`src/rtl/double_ended_task_queue_top_assert.svh`:
```
// ----------------------------------------------------------------------------
// double_ended_task_queue_top_assert.svh
// Assertion macros used by the task queue datapath, detq_dp. Sampled on clk and
// disabled while rst_n is low.
// ----------------------------------------------------------------------------
`ifndef DOUBLE_ENDED_TASK_QUEUE_TOP_ASSERT_SVH
`define DOUBLE_ENDED_TASK_QUEUE_TOP_ASSERT_SVH

// Same-cycle implication.
`define DETQ_ASSERT_IMPL(lbl, ante, cons) \
  lbl: assert property (@(posedge clk) disable iff (!rst_n) (ante) |-> (cons)) \
    else $error("task queue assertion failed");

// Next-cycle implication.
`define DETQ_ASSERT_NEXT(lbl, ante, cons) \
  lbl: assert property (@(posedge clk) disable iff (!rst_n) (ante) |=> (cons)) \
    else $error("task queue assertion failed");

`endif

```
`src/rtl/detq_pkg.sv`:
```
// ----------------------------------------------------------------------------
// detq_pkg
// Shared sizes, codes and control types for the double-ended task queue.
// ----------------------------------------------------------------------------
`default_nettype none

package detq_pkg;

  localparam int DEPTH    = 64;
  localparam int IDX_W    = $clog2(DEPTH);
  localparam int CNT_W    = $clog2(DEPTH + 1);
  localparam int HANDLE_W = 16;
  localparam int KIND_W   = 2;
  localparam int STAT_W   = 2;

  typedef enum logic [KIND_W-1:0] {
    K_PUSH_FRONT = 2'd0,
    K_PUSH_BACK  = 2'd1,
    K_POP_FRONT  = 2'd2,
    K_POP_BACK   = 2'd3
  } kind_t;

  localparam logic [STAT_W-1:0] ST_OK    = 2'd0;
  localparam logic [STAT_W-1:0] ST_EMPTY = 2'd1;
  localparam logic [STAT_W-1:0] ST_FULL  = 2'd2;

  // Commands from controller to datapath.
  typedef struct packed {
    logic exec;  // perform the accepted operation
    logic load;  // move the finished result into the output register
  } cmd_t;

endpackage

`default_nettype wire

```
`src/rtl/detq_ctrl.sv`:
```
// ----------------------------------------------------------------------------
// detq_ctrl
// Sequencer: accept one word, wait in S_HOLD for the store read, hand the
// result to the output register once it is free.
// ----------------------------------------------------------------------------
`default_nettype none

module detq_ctrl (
  input  wire logic          clk,
  input  wire logic          rst_n,
  input  wire logic          in_valid,
  output logic               in_ready,
  output logic               out_valid,
  input  wire logic          out_ready,
  output detq_pkg::cmd_t     cmd
);
  import detq_pkg::*;

  typedef enum logic [1:0] {
    S_IDLE = 2'b01,
    S_HOLD = 2'b10
  } state_t;

  state_t state_r, state_nxt;
  logic   out_valid_r, out_valid_nxt;

  always_comb begin
    cmd.exec      = 1'b0;
    cmd.load      = 1'b0;
    state_nxt     = state_r;
    out_valid_nxt = out_valid_r && !out_ready;
    case (state_r)
      S_IDLE: begin
        if (in_valid) begin
          cmd.exec  = 1'b1;
          state_nxt = S_HOLD;
        end
      end
      S_HOLD: begin
        // load once the output register is empty or draining
        if (!out_valid_r || out_ready) begin
          cmd.load      = 1'b1;
          out_valid_nxt = 1'b1;
          state_nxt     = S_IDLE;
        end
      end
      default: begin
        state_nxt = S_IDLE;
      end
    endcase
  end

  always_ff @(posedge clk) begin
    if (!rst_n) begin
      state_r     <= S_IDLE;
      out_valid_r <= 1'b0;
    end else begin
      state_r     <= state_nxt;
      out_valid_r <= out_valid_nxt;
    end
  end

  assign in_ready  = (state_r == S_IDLE);
  assign out_valid = out_valid_r;

endmodule

`default_nettype wire

```
`src/rtl/detq_dp.sv`:
```
// ----------------------------------------------------------------------------
// detq_dp
// Ring buffer datapath: front/back slot indices, entry count, handle store
// with registered read, and the output word register.
// ----------------------------------------------------------------------------
`default_nettype none

module detq_dp (
  input  wire logic                          clk,
  input  wire logic                          rst_n,
  input  wire detq_pkg::cmd_t                cmd,
  input  wire logic [detq_pkg::KIND_W-1:0]   in_kind,
  input  wire logic [detq_pkg::HANDLE_W-1:0] in_task_handle,
  output logic [detq_pkg::HANDLE_W-1:0]      out_popped_handle,
  output logic [detq_pkg::STAT_W-1:0]        out_status,
  output logic [detq_pkg::CNT_W-1:0]         out_entry_count
);
  import detq_pkg::*;

  localparam logic [IDX_W-1:0] LAST_IDX = IDX_W'(DEPTH - 1);
  localparam logic [CNT_W-1:0] FULL_CNT = CNT_W'(DEPTH);

  logic [HANDLE_W-1:0] mem [DEPTH];
  logic [HANDLE_W-1:0] rd_data_r;

  logic [IDX_W-1:0] front_r, front_nxt, back_r, back_nxt;
  logic [CNT_W-1:0] cnt_r, cnt_nxt;
  logic [STAT_W-1:0] res_status_r, res_status_nxt;
  logic              res_pop_r, res_pop_nxt;
  logic [CNT_W-1:0]  res_cnt_r;

  logic [HANDLE_W-1:0] out_handle_r;
  logic [STAT_W-1:0]   out_status_r;
  logic [CNT_W-1:0]    out_cnt_r;

  logic [IDX_W-1:0] front_prev, front_next, back_prev;
  logic             full, empty;
  logic             wr_en, rd_en;
  logic [IDX_W-1:0] wr_addr, rd_addr;
  logic [IDX_W:0]   ring_sum;
  logic [IDX_W-1:0] ring_end;

  assign full  = (cnt_r == FULL_CNT);
  assign empty = (cnt_r == '0);

  assign front_prev = (front_r == '0) ? LAST_IDX : front_r - 1'b1;
  assign front_next = (front_r == LAST_IDX) ? '0 : front_r + 1'b1;
  assign back_prev  = (back_r == '0) ? LAST_IDX : back_r - 1'b1;

  always_comb begin
    front_nxt      = front_r;
    back_nxt       = back_r;
    cnt_nxt        = cnt_r;
    res_status_nxt = ST_OK;
    res_pop_nxt    = 1'b0;
    wr_en          = 1'b0;
    rd_en          = 1'b0;
    wr_addr        = back_r;
    rd_addr        = front_r;
    case (kind_t'(in_kind))
      K_PUSH_FRONT: begin
        wr_addr = front_prev;
        if (full) begin
          res_status_nxt = ST_FULL;
        end else begin
          wr_en     = cmd.exec;
          front_nxt = front_prev;
          cnt_nxt   = cnt_r + 1'b1;
        end
      end
      K_PUSH_BACK: begin
        if (full) begin
          res_status_nxt = ST_FULL;
        end else begin
          wr_en    = cmd.exec;
          back_nxt = (back_r == LAST_IDX) ? '0 : back_r + 1'b1;
          cnt_nxt  = cnt_r + 1'b1;
        end
      end
      K_POP_FRONT: begin
        if (empty) begin
          res_status_nxt = ST_EMPTY;
        end else begin
          rd_en       = cmd.exec;
          res_pop_nxt = 1'b1;
          front_nxt   = front_next;
          cnt_nxt     = cnt_r - 1'b1;
        end
      end
      K_POP_BACK: begin
        rd_addr = back_prev;
        if (empty) begin
          res_status_nxt = ST_EMPTY;
        end else begin
          rd_en       = cmd.exec;
          res_pop_nxt = 1'b1;
          back_nxt    = back_prev;
          cnt_nxt     = cnt_r - 1'b1;
        end
      end
      default: begin
        res_status_nxt = ST_OK;
      end
    endcase
  end

  always_ff @(posedge clk) begin
    if (wr_en) begin
      mem[wr_addr] <= in_task_handle;
    end
    if (rd_en) begin
      rd_data_r <= mem[rd_addr];
    end
  end

  always_ff @(posedge clk) begin
    if (!rst_n) begin
      front_r <= '0;
      back_r  <= '0;
      cnt_r   <= '0;
    end else if (cmd.exec) begin
      front_r <= front_nxt;
      back_r  <= back_nxt;
      cnt_r   <= cnt_nxt;
    end
  end

  always_ff @(posedge clk) begin
    if (cmd.exec) begin
      res_status_r <= res_status_nxt;
      res_pop_r    <= res_pop_nxt;
      res_cnt_r    <= cnt_nxt;
    end
    if (cmd.load) begin
      out_handle_r <= res_pop_r ? rd_data_r : '0;
      out_status_r <= res_status_r;
      out_cnt_r    <= res_cnt_r;
    end
  end

  assign out_popped_handle = out_handle_r;
  assign out_status        = out_status_r;
  assign out_entry_count   = out_cnt_r;

  // back index must sit count slots past the front index
  assign ring_sum = {1'b0, front_r} + cnt_r[IDX_W:0];
  assign ring_end = (ring_sum >= (IDX_W + 1)'(DEPTH)) ?
                    IDX_W'(ring_sum - (IDX_W + 1)'(DEPTH)) : ring_sum[IDX_W-1:0];

`include "double_ended_task_queue_top_assert.svh"

  `DETQ_ASSERT_IMPL(a_cnt_range, 1'b1, cnt_r <= FULL_CNT)
  `DETQ_ASSERT_IMPL(a_ring_consistent, 1'b1, ring_end == back_r)
  `DETQ_ASSERT_NEXT(a_cnt_idle_hold, !cmd.exec, $stable(cnt_r))
  `DETQ_ASSERT_NEXT(a_full_push_drop, cmd.exec && full && !in_kind[1], $stable(cnt_r))
  `DETQ_ASSERT_IMPL(a_no_exec_and_load, cmd.exec, !cmd.load)

endmodule

`default_nettype wire

```
`src/rtl/double_ended_task_queue_top.sv`:
```
// ----------------------------------------------------------------------------
// double_ended_task_queue_top
// Double-ended queue of 16-bit task handles, 64 entries, in a ring buffer.
// Each input word pushes a handle at the front or back, or pops one from the
// front or back, and yields exactly one result word: the popped handle (zero
// unless a pop succeeded), a status (ok, pop on empty, push on full dropped)
// and the entry count after the operation. The accepting edge updates the
// indices and issues the registered store read. The controller then sits in
// S_HOLD until the output register is free; that edge loads the output
// register and raises out_valid. in_ready is low in S_HOLD, so a new word is
// taken only after the last result is loaded. The load waits while the output
// register holds an untaken result, and in_ready stays low until it goes. A
// finished result waits in the output register while the next word is
// accepted. The store needs no clearing after reset.
// ----------------------------------------------------------------------------
`default_nettype none

module double_ended_task_queue_top (
  input  wire logic                          clk,
  input  wire logic                          rst_n,
  input  wire logic                          in_valid,
  output logic                               in_ready,
  input  wire logic [detq_pkg::KIND_W-1:0]   in_kind,
  input  wire logic [detq_pkg::HANDLE_W-1:0] in_task_handle,
  output logic                               out_valid,
  input  wire logic                          out_ready,
  output logic [detq_pkg::HANDLE_W-1:0]      out_popped_handle,
  output logic [detq_pkg::STAT_W-1:0]        out_status,
  output logic [detq_pkg::CNT_W-1:0]         out_entry_count
);
  import detq_pkg::*;

  cmd_t cmd;

  detq_ctrl u_ctrl (
    .clk       (clk),
    .rst_n     (rst_n),
    .in_valid  (in_valid),
    .in_ready  (in_ready),
    .out_valid (out_valid),
    .out_ready (out_ready),
    .cmd       (cmd)
  );

  detq_dp u_dp (
    .clk               (clk),
    .rst_n             (rst_n),
    .cmd               (cmd),
    .in_kind           (in_kind),
    .in_task_handle    (in_task_handle),
    .out_popped_handle (out_popped_handle),
    .out_status        (out_status),
    .out_entry_count   (out_entry_count)
  );

endmodule

`default_nettype wire

```
`config.mk`:
```
export PLATFORM = sky130hd
export DESIGN_NAME = double_ended_task_queue_top
export DESIGN_NICKNAME = d
export VERILOG_FILES = /design/src/rtl/detq_pkg.sv /design/src/rtl/detq_ctrl.sv /design/src/rtl/detq_dp.sv /design/src/rtl/double_ended_task_queue_top.sv
export VERILOG_INCLUDE_DIRS = /design/src /design/src/rtl
export SDC_FILE = /design/constraint.sdc
export NUM_CORES = 1
export LEC_CHECK = 0
export BUFFER_PORTS_ARGS = -buffer_cell sky130_fd_sc_hd__buf_2
export CAP_MARGIN = 20
export CORE_ASPECT_RATIO = 0.5
export CORE_MARGIN = 2
export CORE_UTILIZATION = 30
export DETAILED_ROUTE_END_ITERATION = 16
export GPL_TIMING_DRIVEN = 0
export SYNTH_ARGS = -nofsm -noshare
export SYNTH_HDL_FRONTEND = slang
export SYNTH_SLANG_ARGS = --single-unit
```
`constraint.sdc`:
```
create_clock -name clk -period 7.36 [get_ports clk]
set_input_delay 0.368 -clock clk [delete_from_list [all_inputs] [get_ports clk]]
set_output_delay 0.368 -clock clk [all_outputs]
set_load 0.005 [all_outputs]
```
==> reports/results.txt <==
Outcome = finished, final reports clean
Clk sinks = 1097
Final instance area = 50600 um2
Worst flop-to-flop path endpoint = u_dp.mem[43][11]
Area delta synth->final = 15.7%
Critical Path AT = 5.32 ns
Clock Skews = 0.0444 ns
Net count, final = 3336
Clk_lat worst skew = 0.70 ns
Register Area = 32700 um2
Maximum clock path buffer count = 3
Crit path from = u_dp.front_r[0]
Main synth FF type = edfxtp_1
DRC viols = 0
Number of synthesized register bits = 1097
Final WS setup = 2.32 ns
Async SR Flop Fraction = 0
H-tree depth = 3
Die H = 274 um
Gr ovfl total = 0
Min Tclk post-route = 5.04 ns
CTS Buf Count = 107
Max-slew headroom = 0.236
Tot Pwr = 14.1 mW
Initial core utilization = 0.301
GP Congestion = 0.930
Die area = 149000 um2
Fill cell count = 13900
WL final = 134000 um
Critical path data required time = 7.64 ns
Cell breakdown of the critical path = clkbuf_1 > inv_1 > ha_1 > nand2b_1 > nor4_2 > o22ai_1 > nor4_1 > nand3_1 > nor2_2
Ports = 49
Hold Path Class = input pin to flip-flop
Port Buf Inserts = 47
CTS root buf = clkbuf_16
Critical path endpoint category = flip-flop
CTS tree = yes
Placed inst area = 47300 um2
Setup bufs post-CTS = 0
Worst r2r src = u_dp.front_r[0]
Post-DR wirelength/cell = 25.0 um
Gr usage total = 0.175
Final std cells w/o fill = 5364
Core area = 145000 um2
Vias in the first global route = 27100
Syn_area_per_cell = 14.1 um2
Via count = 28300
Max IR drop VDD = 203 uV
Place WS = 2.41 ns
Max FO, Critical Path = 16
Reg2reg path depth = 9
Cells after DPL = 5162
Critical Path Slowest Stage Cell = nor2_2
Vias per std cell = 5.27
Die W = 544 um
Initial drt markers = 4193
First-pass GRT wire length = 190000 um
Post-Syn Area = 43700 um2
Final slew viol count = 0
Final Cycle Share = 0.685
CP peak stage delay = 1.14 ns
Hold Fails Final Rpt = 0
Critical Path End = u_dp.mem[43][11]
Number of synthesized flops with an enable pin = 1075
Pwr Density = 279 nW/um2
Worst R2R Setup Slack = 2.32 ns
CP Launch Type = flip-flop
Final setup viols = 0
Drt first pass iters = 9
Largest net degree at the start of global routing = 65
RSZ-0062 raised after global routing = false
Max-cap viol count = 0
Final TNS setup = 0 ns
Number of routed nets with antenna violations = 0
HP Start = in_task_handle[14]
Synth unique cells = 73
Synth Net Count = 3126
Area of the multi-input gates = 10100 um2
Least-Margin Pin Slew = 1.14 ns
Yosys warning count = 0
Critical path class = flip-flop to flip-flop
Leak = 16.8 nW
Share of cells above drive strength 1 = 0.124
Fmax = 198 MHz
Reg clk slew, reported paths = 0.07 ns
Initial antenna violation count = 8
Register area share after synthesis = 0.748
# rows = 99
Synth Instances = 3096
Post-detail-place hpwl = 89900 um
## how the worst min path moves through the flow
stage | end | slack, ns | depth (start not counted)
6_report | u_dp.mem[51][14] | 0.06 | 1
5_1_grt | u_dp.mem[49][14] | 0.04 | 1
4_1_cts | u_dp.cnt_r[0] | 0.15 | 5
3_5_place_dp | u_dp.out_entry_count[4] | 0.41 | 0
3_3_place_gp | u_dp.out_entry_count[3] | 0.40 | 0
2_1_floorplan | u_dp.out_entry_count[0] | 0.40 | 0
## worst max-delay path: cells and delay by family (launching register included)
kind            cells  cell delay [ns]
simple gates        5             3.41
fa+ha+maj           1             0.18
flops               1             0.31
compound gates      1             0.26
buf+inv             2             0.46
## synth_stat cells (14+ instances only)
cell type | n | area (um2)
a221oi_1 | 55 | 482
a32oi_1 | 36 | 315
and2_1 | 20 | 125
buf_2 | 78 | 390
a31oi_1 | 40 | 250
a311oi_1 | 31 | 272
mux2i_1 | 143 | 1430
a21oi_1 | 105 | 526
nand2_1 | 683 | 2560
edfxtp_1 | 1075 | 32300
nand3_1 | 247 | 1240
o21ai_0 | 56 | 280
inv_1 | 14 | 52.6
o22ai_1 | 40 | 250
dfxtp_1 | 22 | 440
and3_1 | 18 | 113
nor2_1 | 113 | 424
buf_4 | 19 | 143
clkbuf_1 | 76 | 285
nand4_1 | 17 | 106
## metrics by stage
stage	util	hold WS (ns)
after floorplan	-	0.400
after global placement	0.320	0.404
after detailed placement	0.326	0.405
after CTS	0.348	0.146
after global routing	0.348	0.0393
final	0.348	0.0600
## cell families after synthesis
group                    Yosys count  share of synthesized area
adder cells (fa/ha/maj)            8                    0.00229
buffers and inverters            207                     0.0232
multiplexers                     153                     0.0356
AO/OA/AOI/OAI                    460                     0.0743
flip-flops                      1097                      0.748
AND/OR/NAND/NOR                 1157                      0.114
XOR/XNOR                          14                    0.00280
## cell usage in the layout, fill, tap and decap left out, types with 14 or more instances in the layout
cell type,count
and2_1,20
nor2_2,48
a32oi_1,36
a21oi_1,105
clkinv_2,20
clkinv_1,29
nand2_1,683
nand3_1,247
a311oi_1,31
and3_1,18
o21ai_0,56
dfxtp_1,22
edfxtp_1,1075
nor2_1,67
buf_2,118
a31oi_1,40
mux2i_1,143
inv_1,14
o22ai_1,40
buf_8,18
nand4_1,17
buf_6,19
a221oi_1,55
buf_4,37
clkbuf_16,108
clkbuf_1,103
## final cells by class
cell class	instances	share of cell area
antenna	3	0.000148
timing repair buffer	101	0.0203
buffer	193	0.0190
clock buffer	135	0.0554
multi-input combinational	1792	0.200
inverter	14	0.00104
sequential	1097	0.646
tap	1969	0.0487
clock inverter	60	0.00909
## report_power, final
part	internal (mW)	switching (mW)	leakage, nW
combinational	0.528	1.46	5.31
clock	2.84	2.36	1.59
sequential	6.92	0.0199	9.86
total	10.3	3.83	16.8
## what timing repair did
item | 4_1_cts | 5_1_grt
hold buffers | 2 | 0
hold endpoints to repair | 2 | 0
resized for setup | 0 | 0
## metal layers
| layer | routed length (um) | global-route usage | up-vias |
|---|---|---|---|
| met5 | 33 | 0 | - |
| met4 | 4040 | 0.0565 | 4 |
| met3 | 14400 | 0.0396 | 244 |
| met2 | 61000 | 0.278 | 1562 |
| met1 | 54700 | 0.238 | 14300 |
| li1 | - | - | 12200 |
## registers in the layout (all words and copies together), names as in the netlist
register and cells:
u_ctrl.out_valid 1, u_ctrl.state_r 2, u_dp.back_r 6, u_dp.cnt_r 7
u_dp.front_r 6, u_dp.mem 1024, u_dp.out_entry_count 7, u_dp.out_popped_handle 16
u_dp.out_status 2, u_dp.rd_data_r 16, u_dp.res_cnt_r 7, u_dp.res_pop_r 1
u_dp.res_status_r 2
(Power assumes the default switching activity.)
